$ cat src/rtl/assert_macros.svh
// ---------------------------------------------------------------------------
// Assertion macros shared by the execute unit sources
// ---------------------------------------------------------------------------
`ifndef ASSERT_MACROS_SVH
`define ASSERT_MACROS_SVH
`ifndef ASSERT_OFF
`define ASSERT_IMPLIES(label, clk, rst_n, pre, post) \
	label: assert property (@(posedge clk) disable iff (!rst_n) (pre) |-> (post)) \
		else $error("assertion failed");
`define ASSERT_NEXT(label, clk, rst_n, pre, post) \
	label: assert property (@(posedge clk) disable iff (!rst_n) (pre) |=> (post)) \
		else $error("assertion failed");
`else
`define ASSERT_IMPLIES(label, clk, rst_n, pre, post)
`define ASSERT_NEXT(label, clk, rst_n, pre, post)
`endif
`endif

$ cat src/rtl/mre_pkg.sv
// ---------------------------------------------------------------------------
// mre_pkg
// Shared types and constants of the execute unit.
// ---------------------------------------------------------------------------
package mre_pkg;
	localparam int unsigned NumRegs  = 32;
	localparam int unsigned MemWords = 1024;
	localparam int unsigned RegW     = $clog2(NumRegs);
	localparam int unsigned MemAw    = $clog2(MemWords);
	localparam int unsigned LenW     = 17;
	localparam logic [LenW-1:0] LenReset = 17'h10000;
	localparam logic [4:0] ShamtMask = 5'h1F;

	typedef enum logic [4:0] {
		OP_ADD = 5'd0, OP_ADDI = 5'd1, OP_SUB = 5'd2, OP_MUL = 5'd3,
		OP_DIV = 5'd4, OP_MOD = 5'd5, OP_AND = 5'd6, OP_OR = 5'd7,
		OP_XOR = 5'd8, OP_SLL = 5'd9, OP_SRL = 5'd10, OP_LW = 5'd11,
		OP_SW = 5'd12, OP_BEQ = 5'd13, OP_BNE = 5'd14, OP_BLT = 5'd15,
		OP_BGE = 5'd16, OP_JAL = 5'd17, OP_JALR = 5'd18, OP_HALT = 5'd19,
		OP_PRINT = 5'd20
	} op_t;

	typedef enum logic [2:0] {
		ST_IDLE, ST_CLEAR, ST_READ, ST_EXEC, ST_DIV, ST_MEM, ST_OUT
	} state_t;

	// divider start request and result
	typedef struct packed {
		logic        start;
		logic [31:0] dividend;
		logic [31:0] divisor;
	} div_req_t;

	typedef struct packed {
		logic        done;
		logic [31:0] quo;
		logic [31:0] rem;
	} div_rsp_t;
endpackage

$ cat src/rtl/mre_divider.sv
// ---------------------------------------------------------------------------
// mre_divider
// Signed restoring divider, one quotient bit per cycle, with operand and
// sign fix-up. Zero divisor gives zero quotient and remainder.
// ---------------------------------------------------------------------------
module mre_divider
	import mre_pkg::*;
(
	input  logic               clk,
	input  logic               arst_n,
	input  mre_pkg::div_req_t  req,
	output mre_pkg::div_rsp_t  rsp
);
	`include "assert_macros.svh"

	logic        busy_q;
	logic [5:0]  cnt_q;
	logic [31:0] quo_q, rem_q, dvs_q;
	logic        negq_q, negr_q, zero_q, fix_q;
	logic [32:0] trial;

	assign trial = {rem_q, quo_q[31]} - {1'b0, dvs_q};

	// iteration control
	always_ff @(posedge clk or negedge arst_n) begin
		if (!arst_n) begin
			busy_q <= 1'b0;
			fix_q  <= 1'b0;
			cnt_q  <= '0;
		end else if (req.start) begin
			busy_q <= 1'b1;
			fix_q  <= 1'b0;
			cnt_q  <= '0;
		end else if (busy_q) begin
			if (cnt_q == 6'd31) begin
				busy_q <= 1'b0;
				fix_q  <= 1'b1;
			end
			cnt_q <= cnt_q + 6'd1;
		end else begin
			fix_q <= 1'b0;
		end
	end

	// datapath: magnitudes in, shift-subtract, sign fix at the end
	always_ff @(posedge clk) begin
		if (req.start) begin
			quo_q  <= req.dividend[31] ? (32'd0 - req.dividend) : req.dividend;
			dvs_q  <= req.divisor[31] ? (32'd0 - req.divisor) : req.divisor;
			rem_q  <= '0;
			negq_q <= req.dividend[31] ^ req.divisor[31];
			negr_q <= req.dividend[31];
			zero_q <= (req.divisor == 32'd0);
		end else if (busy_q) begin
			if (!trial[32]) begin
				rem_q <= trial[31:0];
				quo_q <= {quo_q[30:0], 1'b1};
			end else begin
				rem_q <= {rem_q[30:0], quo_q[31]};
				quo_q <= {quo_q[30:0], 1'b0};
			end
		end
	end

	always_comb begin
		rsp.done = fix_q;
		rsp.quo  = zero_q ? 32'd0 : (negq_q ? (32'd0 - quo_q) : quo_q);
		rsp.rem  = zero_q ? 32'd0 : (negr_q ? (32'd0 - rem_q) : rem_q);
	end

	`ASSERT_IMPLIES(a_no_busy_fix, clk, arst_n, fix_q, !busy_q)
	`ASSERT_NEXT(a_start_busy, clk, arst_n, req.start, busy_q)
	`ASSERT_IMPLIES(a_cnt_range, clk, arst_n, busy_q, cnt_q < 6'd32)
endmodule

$ cat config.mk
export PLATFORM = sky130hd
export DESIGN_NAME = mre_divider
export DESIGN_NICKNAME = d
export VERILOG_FILES = /design/src/rtl/mre_pkg.sv /design/src/rtl/mre_divider.sv
export VERILOG_INCLUDE_DIRS = /design/src /design/src/rtl
export SDC_FILE = /design/constraint.sdc
export NUM_CORES = 1
export LEC_CHECK = 0
export BUFFER_PORTS_ARGS = -buffer_cell sky130_fd_sc_hd__buf_2
export CAP_MARGIN = 20
export CORE_MARGIN = 10
export CORE_UTILIZATION = 53
export CTS_CLUSTER_SIZE = 30
export DETAILED_ROUTE_END_ITERATION = 6
export GPL_TIMING_DRIVEN = 0
export PLACE_DENSITY = 0.78
export SLEW_MARGIN = 30
export SYNTH_ARGS = -nofsm -noshare
export SYNTH_HDL_FRONTEND = slang
export SYNTH_SLANG_ARGS = --single-unit
$ cat constraint.sdc
create_clock -name clk -period 3.4 [get_ports clk]
set_input_delay 0.68 -clock clk [delete_from_list [all_inputs] [get_ports clk]]
set_output_delay 0.68 -clock clk [all_outputs]
set_load 0.01 [all_outputs]
==> flow_metrics.py, run 1 <==
metrics = {
    "grt": {
        "grt_pass1_wl_um": 40600,
        "antenna_found_initial": 0,
        "grt_pass1_vias": 8183,
        "grt_max_degree": 37,
        "grt_usage_pct": 22.5,
        "grt-ovfl-total": 0,
    },
    "setup_path": {
        "ff2ff_path_depth": 14,
        "worstPathArrival_ns": 3.43,
        "timing_worst_setup_path_type": "reg2out",
        "r2r-start": "quo_q[31]",
        "start_kind": "flip-flop",
        "worst-r2r-setup-slack_ns": 0.15,
        "worstPathMaxFanout": 4,
        "critPathCaptureType": "output pin",
        "crit_required_ns": 2.72,
        "worstReg2RegEnd": "rem_q[1]",
    },
    "cts": {
        "path_clk_slew_ns": 0.07,
        "clkLatencyLatePin_ns": 0.36,
        "postCtsHoldBufs": 0,
        "cts_tree": "done",
        "cts.sinks": 107,
        "max-clock-path-buffers": 2,
        "cts.root.buffer_cell": "clkbuf_16",
        "cts_made_buffers": 9,
        "htree_levels": 3,
    },
    "synth": {
        "syn_inst": 1039,
        "avgSynthCellArea_um2": 8.34,
        "ys.flop_type": "edfxtp_1",
        "ys_ff_latch": 107,
        "yosys.cell_count.top_type": "nor2_1",
        "synthesis.nets": 1144,
        "synth.top_cell.area_share_pct": 23.2,
        "netlist_area_um2": 8670,
        "synth-edff-count": 67,
        "synth_top_cell_by_area": "edfxtp_1",
        "ys_seq_area_share_pct": 32.9,
        "synth_cell_type_count": 70,
        "ys_async_sr_fraction_pct": 7.48,
        "yosys-top-cells-count": "nor2_1, nand2_1, xor2_1",
        "yosys_warnings": 0,
        "synthTopCellsByArea": "edfxtp_1, xor2_1, dfxtp_1",
    },
    "timing": {
        "setup-tns-final_ns": -13.11,
        "worstMarginPinSlew_ns": 0.949,
        "finalHoldViolations": 0,
        "fin_skew_ns": 0.0115,
        "rsz0062_at_grt": "yes",
        "timing.fmax_mhz": 243,
        "setup_viol": 32,
        "period_needed_ns": 4.11,
        "slew_headroom_pct": 36.7,
        "fin_crit_sh_pct": 121,
        "worst_slack_ns": -0.710,
        "finalMaxSlewViolations": 0,
    },
    "place": {
        "dp_hpwl_um": 19300,
        "io_buffers": 131,
        "post-place-ws_ns": -0.774,
        "finalWeightedCongestion": 0.944,
    },
    "final_layout": {
        "multi_input_area_um2": 5940,
        "area_growth_pct": 25.3,
        "fill_cells": 1260,
        "layout-drive-gt1-share_pct": 23.9,
        "final_nets": 1327,
        "seq_area_um2": 2880,
        "num_antenna_cells": 0,
        "final_util_pct": 68.1,
    },
    "die": {
        "design.die.area_um2": 21900,
        "die_x_um": 148,
        "coreArea_um2": 15900,
        "num_rows": 46,
        "initial_core_util_pct": 54.4,
        "chipHeight_um": 148,
        "ioPinCount": 132,
    },
    "run_status": {
        "violations": "negative setup slack",
        "outcome": "complete, but fails checks",
    },
    "power": {
        "peakVddDrop_uv": 432,
        "finalPower_mw": 8.49,
        "power.density_nw_per_um2": 782,
        "leakagePower_nw": 4.64,
    },
    "route": {
        "drt-total-wl_um": 27000,
        "drcViolationCount": 0,
        "post_drt_via_cell_ratio": 6.02,
        "dr.pass1.iters": 5,
        "postRouteAntennaNets": 0,
        "vias": 8683,
        "drt_iter0_drc": 720,
        "wl_per_cell_um": 18.7,
    },
    "worst_hold_path": {
        "hp-class": "in2async",
    },
    "run": {
        "maxCapViolations": 0,
    },
}
[kinds of logic (layout without fill, tap and decap cells)]
logic type / after synthesis / count (layout) / share of synthesized area (%)
flip-flops: 107 / 107 / 32.9
AO/OA/AOI/OAI: 269 / 269 / 20.7
multiplexers: 11 / 11 / 1.27
adder cells (fa/ha/maj): 38 / 38 / 5.57
buffers and inverters: 107 / 295 / 4.71
AND/OR/NAND/NOR: 359 / 359 / 19.8
XOR/XNOR: 148 / 148 / 15.0
[critical path: stages (launching register included)]
cell and delay (ns):
edfxtp_1 0.45, inv_2 0.11, ha_4 0.13, or3b_4 0.38, or4_4 0.42, or4_4 0.45
nor2_2 0.09, nand2_1 0.09, or3_4 0.41, o21ai_2 0.16, xor2_1 0.18, nor2_1 0.06
buf_2 0.15
[per-layer routing]
metal	GRT usage [%]	share of wire, %	vias to the layer above
met1	28.1	41	4110
met3	3.36	8.3	67
li1	-	-	4107
met4	8.67	3.0	0
met2	38.4	48	399
met5	0	0	-
[report_power, final]
part           switching, mW  internal, mW  leakage, nW  total (mW)
combinational           2.94          2.40         3.46        5.33
clock                  0.487         0.596        0.141        1.08
sequential             0.412          1.66         1.04        2.07
[timing repair]
| action | in CTS | in global routing |
|---|---|---|
| setup endpoints to repair | 72 | 74 |
| setup buffers | 20 | 23 |
| pin swaps | 16 | 29 |
| gates resized for setup | 67 | 67 |
| gates cloned | 0 | 2 |
[layout make-up]
cell class                      count  area share (%)
Tap cell                          216            2.49
Sequential cell                   107            26.5
Multi-Input combinational cell    825            54.8
Buffer                             48            1.97
Clock inverter                      2           0.357
Clock buffer                       14            2.34
Timing Repair Buffer              174            9.58
Inverter                           57            2.02
[worst max path at each step]
| stage | startpoint | slack, ns | end |
|---|---|---|---|
| 2_1_floorplan | quo_q[3] | -0.13 | rsp[57] |
| 3_3_place_gp | dvs_q[0] | -0.73 | rem_q[13] |
| 3_5_place_dp | dvs_q[0] | -0.77 | rem_q[2] |
| 4_1_cts | quo_q[0] | -0.69 | rsp[61] |
| 5_1_grt | quo_q[0] | -0.79 | rsp[56] |
| 6_report | quo_q[1] | -0.71 | rsp[56] |
[cells in the final DEF (no fill, tap or decap), types with 6 or more instances in the layout]
cell | synthesis | final
a21o_1 | 15 | 15
a21oi_1 | 65 | 62
a311oi_1 | 19 | 18
a31oi_1 | 10 | 8
and3_1 | 7 | 7
buf_1 | 6 | 6
buf_2 | 2 | 132
buf_4 | 1 | 33
buf_6 | 0 | 11
clkbuf_1 | 41 | 41
clkbuf_16 | 0 | 10
dfrtp_1 | 8 | 8
dfxtp_1 | 32 | 24
edfxtp_1 | 67 | 67
ha_1 | 37 | 35
inv_1 | 56 | 52
mux2i_1 | 11 | 11
nand2_1 | 94 | 87
nand2_2 | 0 | 7
nand2b_1 | 10 | 8
nand3_1 | 15 | 15
nor2_1 | 147 | 143
nor2b_1 | 6 | 6
nor3_1 | 9 | 9
o21a_1 | 8 | 8
o21ai_0 | 60 | 50
o21ai_2 | 1 | 8
o31ai_1 | 31 | 19
o31ai_4 | 1 | 9
o41ai_1 | 20 | 16
or3_1 | 11 | 7
or3_4 | 3 | 7
or4_1 | 15 | 8
or4_4 | 7 | 14
xnor2_1 | 54 | 53
xor2_1 | 94 | 92
[metrics by stage]
stage / instances / cell area (um^2) / hold slack (ns)
floorplan: 1039 / 8690 / 0.384
global placement: 1386 / 9620 / 0.518
detailed placement: 1386 / 9620 / 0.531
CTS: 1419 / 10400 / 0.159
global route: 1443 / 10900 / 0.164
finish: 1443 / 10900 / 0.155
[registers in the layout, summed over array words and instances (netlist names)]
| register | count |
|---|---|
| negq_q | 1 |
| rem_q | 32 |
| zero_q | 1 |
| busy_q | 1 |
| cnt_q | 6 |
| quo_q | 32 |
| negr_q | 1 |
| dvs_q | 32 |
| fix_q | 1 |
No activity file was read; power rests on OpenSTA's default activity.
==> inputs of run 2 (changes only) <==
Settings changed: CORE_UTILIZATION 53 to 55.
Clock period 3.4 ns to 5.05 ns, I/O delays scaled along.
==> run 2 against run 1 <==
  * The flow now finishes without violations
  * Highest routed layer unchanged
  * Critical endpoint unchanged
  * Global-route usage decreased by 1.1 points
  * Register-to-register slack improved by 0.54 ns
  * Total power decreased by 44%
  * Sequential cell count unchanged
  * Routed wire length decreased by 13%
  * Final cell count decreased by 3.2%
==> flow_metrics.py, run 2 (synthesized netlist as in run 1, its figures left out) <==
metrics = {
    "final_layout": {
        "layout.cells.most_common": "nor2_1",
        "fin_cells": 1397,
        "num_antenna_cells": 0,
        "area_growth_pct": 14.2,
        "layout-drive-gt1-share_pct": 14.8,
        "final_util_pct": 64.6,
        "final_cell_mix": "nor2_1, buf_2, nand2_1, xor2_1, edfxtp_1",
        "reg_top3": "dvs_q (32), quo_q (32), rem_q (32)",
        "final_nets": 1286,
    },
    "power": {
        "leakagePower_nw": 4.27,
        "peakVddDrop_uv": 257,
        "power.density_nw_per_um2": 477,
    },
    "timing": {
        "fin_crit_sh_pct": 94.5,
        "setup_viol": 0,
        "worstMarginPinSlew_ns": 0.835,
        "finalMaxSlewViolations": 0,
        "fin_skew_ns": 0.0140,
        "rsz0062_at_grt": "no",
        "setup-tns-final_ns": 0,
        "period_needed_ns": 4.77,
        "timing.fmax_mhz": 210,
        "slew_headroom_pct": 44.3,
        "finalHoldViolations": 0,
    },
    "setup_path": {
        "timing_worst_setup_path_type": "reg2out",
        "worst-r2r-setup-slack_ns": 0.69,
        "worstPathMaxFanout": 5,
        "ff2ff_path_depth": 13,
        "crit_end": "rsp[56]",
        "r2r-start": "quo_q[31]",
        "worstPathArrival_ns": 3.76,
        "start_kind": "flip-flop",
        "crit_required_ns": 4.04,
        "cp-startpoint": "quo_q[0]",
        "worstReg2RegEnd": "rem_q[13]",
        "critPathCaptureType": "output pin",
    },
    "cts": {
        "cts_tree": "done",
        "path_clk_slew_ns": 0.08,
        "postCtsHoldBufs": 0,
        "cts_resized": 0,
        "max-clock-path-buffers": 2,
        "clkLatencyLatePin_ns": 0.36,
        "cts_made_buffers": 9,
        "htree_levels": 3,
        "cts.sinks": 107,
        "cts_setup_buffers": 0,
        "cts.root.buffer_cell": "clkbuf_16",
    },
    "grt": {
        "grt_pass1_vias": 7756,
        "grt-ovfl-total": 0,
        "antenna_found_initial": 0,
        "grt_max_degree": 37,
        "grt_usage_pct": 21.5,
        "grt_pass1_wl_um": 38300,
    },
    "place": {
        "dp.cells": 1381,
        "finalWeightedCongestion": 0.978,
        "io_buffers": 131,
        "dp_hpwl_um": 18600,
    },
    "route": {
        "dr.pass1.iters": 5,
        "drcViolationCount": 0,
        "vias": 8141,
        "drt-total-wl_um": 23500,
        "drt_iter0_drc": 706,
        "postRouteAntennaNets": 0,
        "post_drt_via_cell_ratio": 5.83,
        "wl_per_cell_um": 16.9,
    },
    "die": {
        "chipHeight_um": 146,
        "die_x_um": 146,
        "coreArea_um2": 15300,
        "design.die.area_um2": 21200,
        "ioPinCount": 132,
        "initial_core_util_pct": 56.6,
        "num_rows": 45,
    },
    "run_status": {
        "outcome": "finished clean",
    },
    "worst_hold_path": {
        "hp-class": "in2async",
    },
    "run": {
        "maxCapViolations": 0,
    },
}
## run 2: routing by layer
| metal | routed length, um | vias to the layer above | GRT usage [%] |
|---|---|---|---|
| met5 | 0 | - | 0 |
| met4 | 774 | 0 | 9.71 |
| met3 | 1570 | 52 | 2.89 |
| met2 | 10900 | 300 | 35.2 |
| met1 | 10300 | 3763 | 27.5 |
| li1 | - | 4026 | - |
## run 2: worst min-delay path by stage
| stage | start | endpoint | slack [ns] | cells after the start |
|---|---|---|---|---|
| after global placement | fix_q | fix_q | 0.50 | 2 |
| after floorplan | rem_q[21] | rem_q[21] | 0.49 | 2 |
| after detailed placement | fix_q | fix_q | 0.52 | 2 |
| after CTS | arst_n | fix_q | 0.50 | 1 |
| final | arst_n | fix_q | 0.49 | 1 |
| after global routing | arst_n | cnt_q[5] | 0.50 | 1 |
## run 2: layout make-up
cell class	count	area, um^2
Fill cell	1352	5420
Timing Repair Buffer	131	656
Inverter	57	214
Sequential cell	107	2850
Buffer	50	194
Clock buffer	12	236
Multi-Input combinational cell	825	5410
Tap cell	211	264
Clock inverter	4	76.3
## run 2: critical path, cell delays in order, from the launching register on
cell,delay (ns)
edfxtp_1,0.44
inv_1,0.11
ha_1,0.17
or3b_2,0.49
or4_1,0.46
or4_1,0.51
nor2_1,0.13
nand2_1,0.11
or3_1,0.39
o21ai_0,0.22
xor2_1,0.16
nor2_1,0.05
buf_2,0.15
## run 2: stage by stage
step                      area [um^2]  setup WS, ns  hold WS, ns  total power [mW]
after floorplan                  8670          1.09        0.488              3.17
after global placement           9590         0.747        0.502              3.91
after detailed placement         9590         0.711        0.516              3.95
after CTS                        9900         0.308        0.496              4.71
after global routing             9900       0.00545        0.497              5.09
final                            9900         0.278        0.491              4.72
## run 2: report_power, final
| part | internal [mW] | switching (mW) |
|---|---|---|
| combinational | 1.06 | 1.57 |
| sequential | 1.11 | 0.229 |
| clock | 0.436 | 0.315 |
| total | 2.61 | 2.12 |
==> inputs of run 3 (changes only) <==
Settings changed: BUFFER_PORTS_ARGS -buffer_cell sky130_fd_sc_hd__buf_2 to default, DONT_BUFFER_PORTS from default to 1, PLACE_DENSITY 0.78 to 0.7.
==> run 3 against run 2 <==
  * Register-to-register slack got worse by 0.03 ns
  * Die area did not move
  * Fmax up 1.4%
  * Via count shrank 7.6%
  * Final cell count fell by 9.4%
  * Core utilization is 4.7 points lower
  * Worst setup slack gained 0.064 ns
  * Sequential share of layout area rose by 2.2 points
  * Critical path depth decreased by 1
==> flow_metrics.py, run 3 (synthesized netlist as in run 1, its figures left out) <==
metrics = {
    "cts": {
        "cts_tree": "done",
        "cts_setup_buffers": 0,
        "max-clock-path-buffers": 2,
        "path_clk_slew_ns": 0.07,
        "clkLatencyLatePin_ns": 0.36,
        "cts_made_buffers": 9,
        "cts_resized": 0,
        "htree_levels": 3,
        "postCtsHoldBufs": 0,
        "cts.root.buffer_cell": "clkbuf_16",
        "cts.sinks": 107,
    },
    "place": {
        "io_buffers": 0,
        "dp_hpwl_um": 18500,
        "finalWeightedCongestion": 0.944,
    },
    "setup_path": {
        "cp-startpoint": "quo_q[0]",
        "cp_top_family": "simple AND/OR/NAND/NOR gates",
        "start_kind": "flip-flop",
        "worstPathArrival_ns": 3.70,
        "ff2ff_path_depth": 13,
        "worstSetupPathDepth": 11,
        "crit_chain": "inv_1, ha_1, or3b_2, or4_1, or4_1, nor2_1, nand2_1, or3_1, o21ai_0, xor2_1, nor2_1",
        "critPathCaptureType": "output pin",
        "r2r-start": "quo_q[31]",
        "path_buf_inv": 1,
        "timing_worst_setup_path_type": "reg2out",
        "worstPathMaxFanout": 5,
        "cp_slowest_cell": "or4_1",
        "cp_slowest_stage_delay_ns": 0.52,
        "crit_required_ns": 4.04,
    },
    "die": {
        "die_x_um": 146,
        "ioPinCount": 132,
        "initial_core_util_pct": 56.6,
        "design.die.area_um2": 21200,
        "chipHeight_um": 146,
        "num_rows": 45,
        "coreArea_um2": 15300,
    },
    "run": {
        "maxCapViolations": 0,
    },
    "route": {
        "drt-total-wl_um": 23300,
        "dr.pass1.iters": 5,
        "postRouteAntennaNets": 0,
        "drcViolationCount": 0,
        "wl_per_cell_um": 18.4,
        "drt_iter0_drc": 569,
        "post_drt_via_cell_ratio": 5.94,
        "vias": 7523,
    },
    "power": {
        "power.density_nw_per_um2": 477,
        "peakVddDrop_uv": 225,
        "leakagePower_nw": 3.67,
    },
    "timing": {
        "rsz0062_at_grt": "no",
        "finalHoldViolations": 0,
        "setup-tns-final_ns": 0,
        "worstMarginPinSlew_ns": 0.931,
        "fin_skew_ns": 0.00448,
        "slew_headroom_pct": 38.0,
        "finalMaxSlewViolations": 0,
        "timing.fmax_mhz": 212,
        "setup_viol": 0,
        "whs_ns": 0.340,
        "fin_crit_sh_pct": 93.2,
        "period_needed_ns": 4.71,
    },
    "grt": {
        "grt_pass1_wl_um": 37000,
        "grt-ovfl-total": 0,
        "grt_pass1_vias": 7116,
        "grt_max_degree": 37,
        "antenna_found_initial": 0,
        "grt_usage_pct": 21.1,
    },
    "final_layout": {
        "layout-drive-gt1-share_pct": 3.89,
        "reg_top3": "dvs_q (32), quo_q (32), rem_q (32)",
        "final_nets": 1155,
        "final_cell_mix": "nor2_1, nand2_1, xor2_1",
        "layout.cells.most_common": "nor2_1",
        "area_growth_pct": 5.96,
        "num_antenna_cells": 0,
    },
    "run_status": {
        "outcome": "finished clean",
    },
    "worst_hold_path": {
        "hp-class": "in2async",
    },
}
==> run 3: cell types whose count changed in the layout (fill, tap and decap cells not counted), sizes merged <==
cell	change
buf	-131
clkinv	+4
bufinv	-2
clkbuf	-1
clkinvlp	-1
==> run 3: final timing paths <==
kind	to	slack, ns
worst max-delay path	rsp[60]	0.34
worst min-delay path	cnt_q[0]	0.34
worst max register to register	rem_q[2]	0.66
worst min register to register	fix_q	0.52
max in group asynchronous	busy_q	4.64
min in group clk	fix_q	0.52
==> run 3: cell type report <==
class / count / area [um^2]
fill: 1477 / 6130
multi-input combinational: 825 / 5410
sequential: 107 / 2850
tap: 211 / 264
clock buffer: 11 / 233
inverter: 57 / 214
buffer: 50 / 194
clock inverter: 5 / 20.0
==> run 3: through the flow <==
stage / power (mW) / cells / utilization, % / worst slack, ns / area (um^2)
finish: 4.38 / 1266 / 60.0 / 0.342 / 9180
global route: 4.73 / 1266 / 60.0 / 0.104 / 9180
CTS: 4.38 / 1266 / 60.0 / 0.341 / 9180
detailed placement: 3.74 / 1250 / 58.3 / 0.689 / 8930
global placement: 3.72 / 1250 / 58.3 / 0.751 / 8930
floorplan: 3.17 / 1039 / - / 1.09 / 8670
==> run 3: metal layers <==
metal,GRT usage [%],share of wire (%),vias to the layer above
li1,-,-,3758
met1,25.5,42,3507
met2,36.4,48,230
met3,4.07,8.4,28
met4,7.48,2.3,0
met5,0,0,-
==> run 3: power breakdown <==
part / switching [mW] / internal (mW) / leakage (nW)
logic: 1.47 / 0.919 / 2.51
clock network: 0.317 / 0.328 / 0.123
registers: 0.239 / 1.11 / 1.03
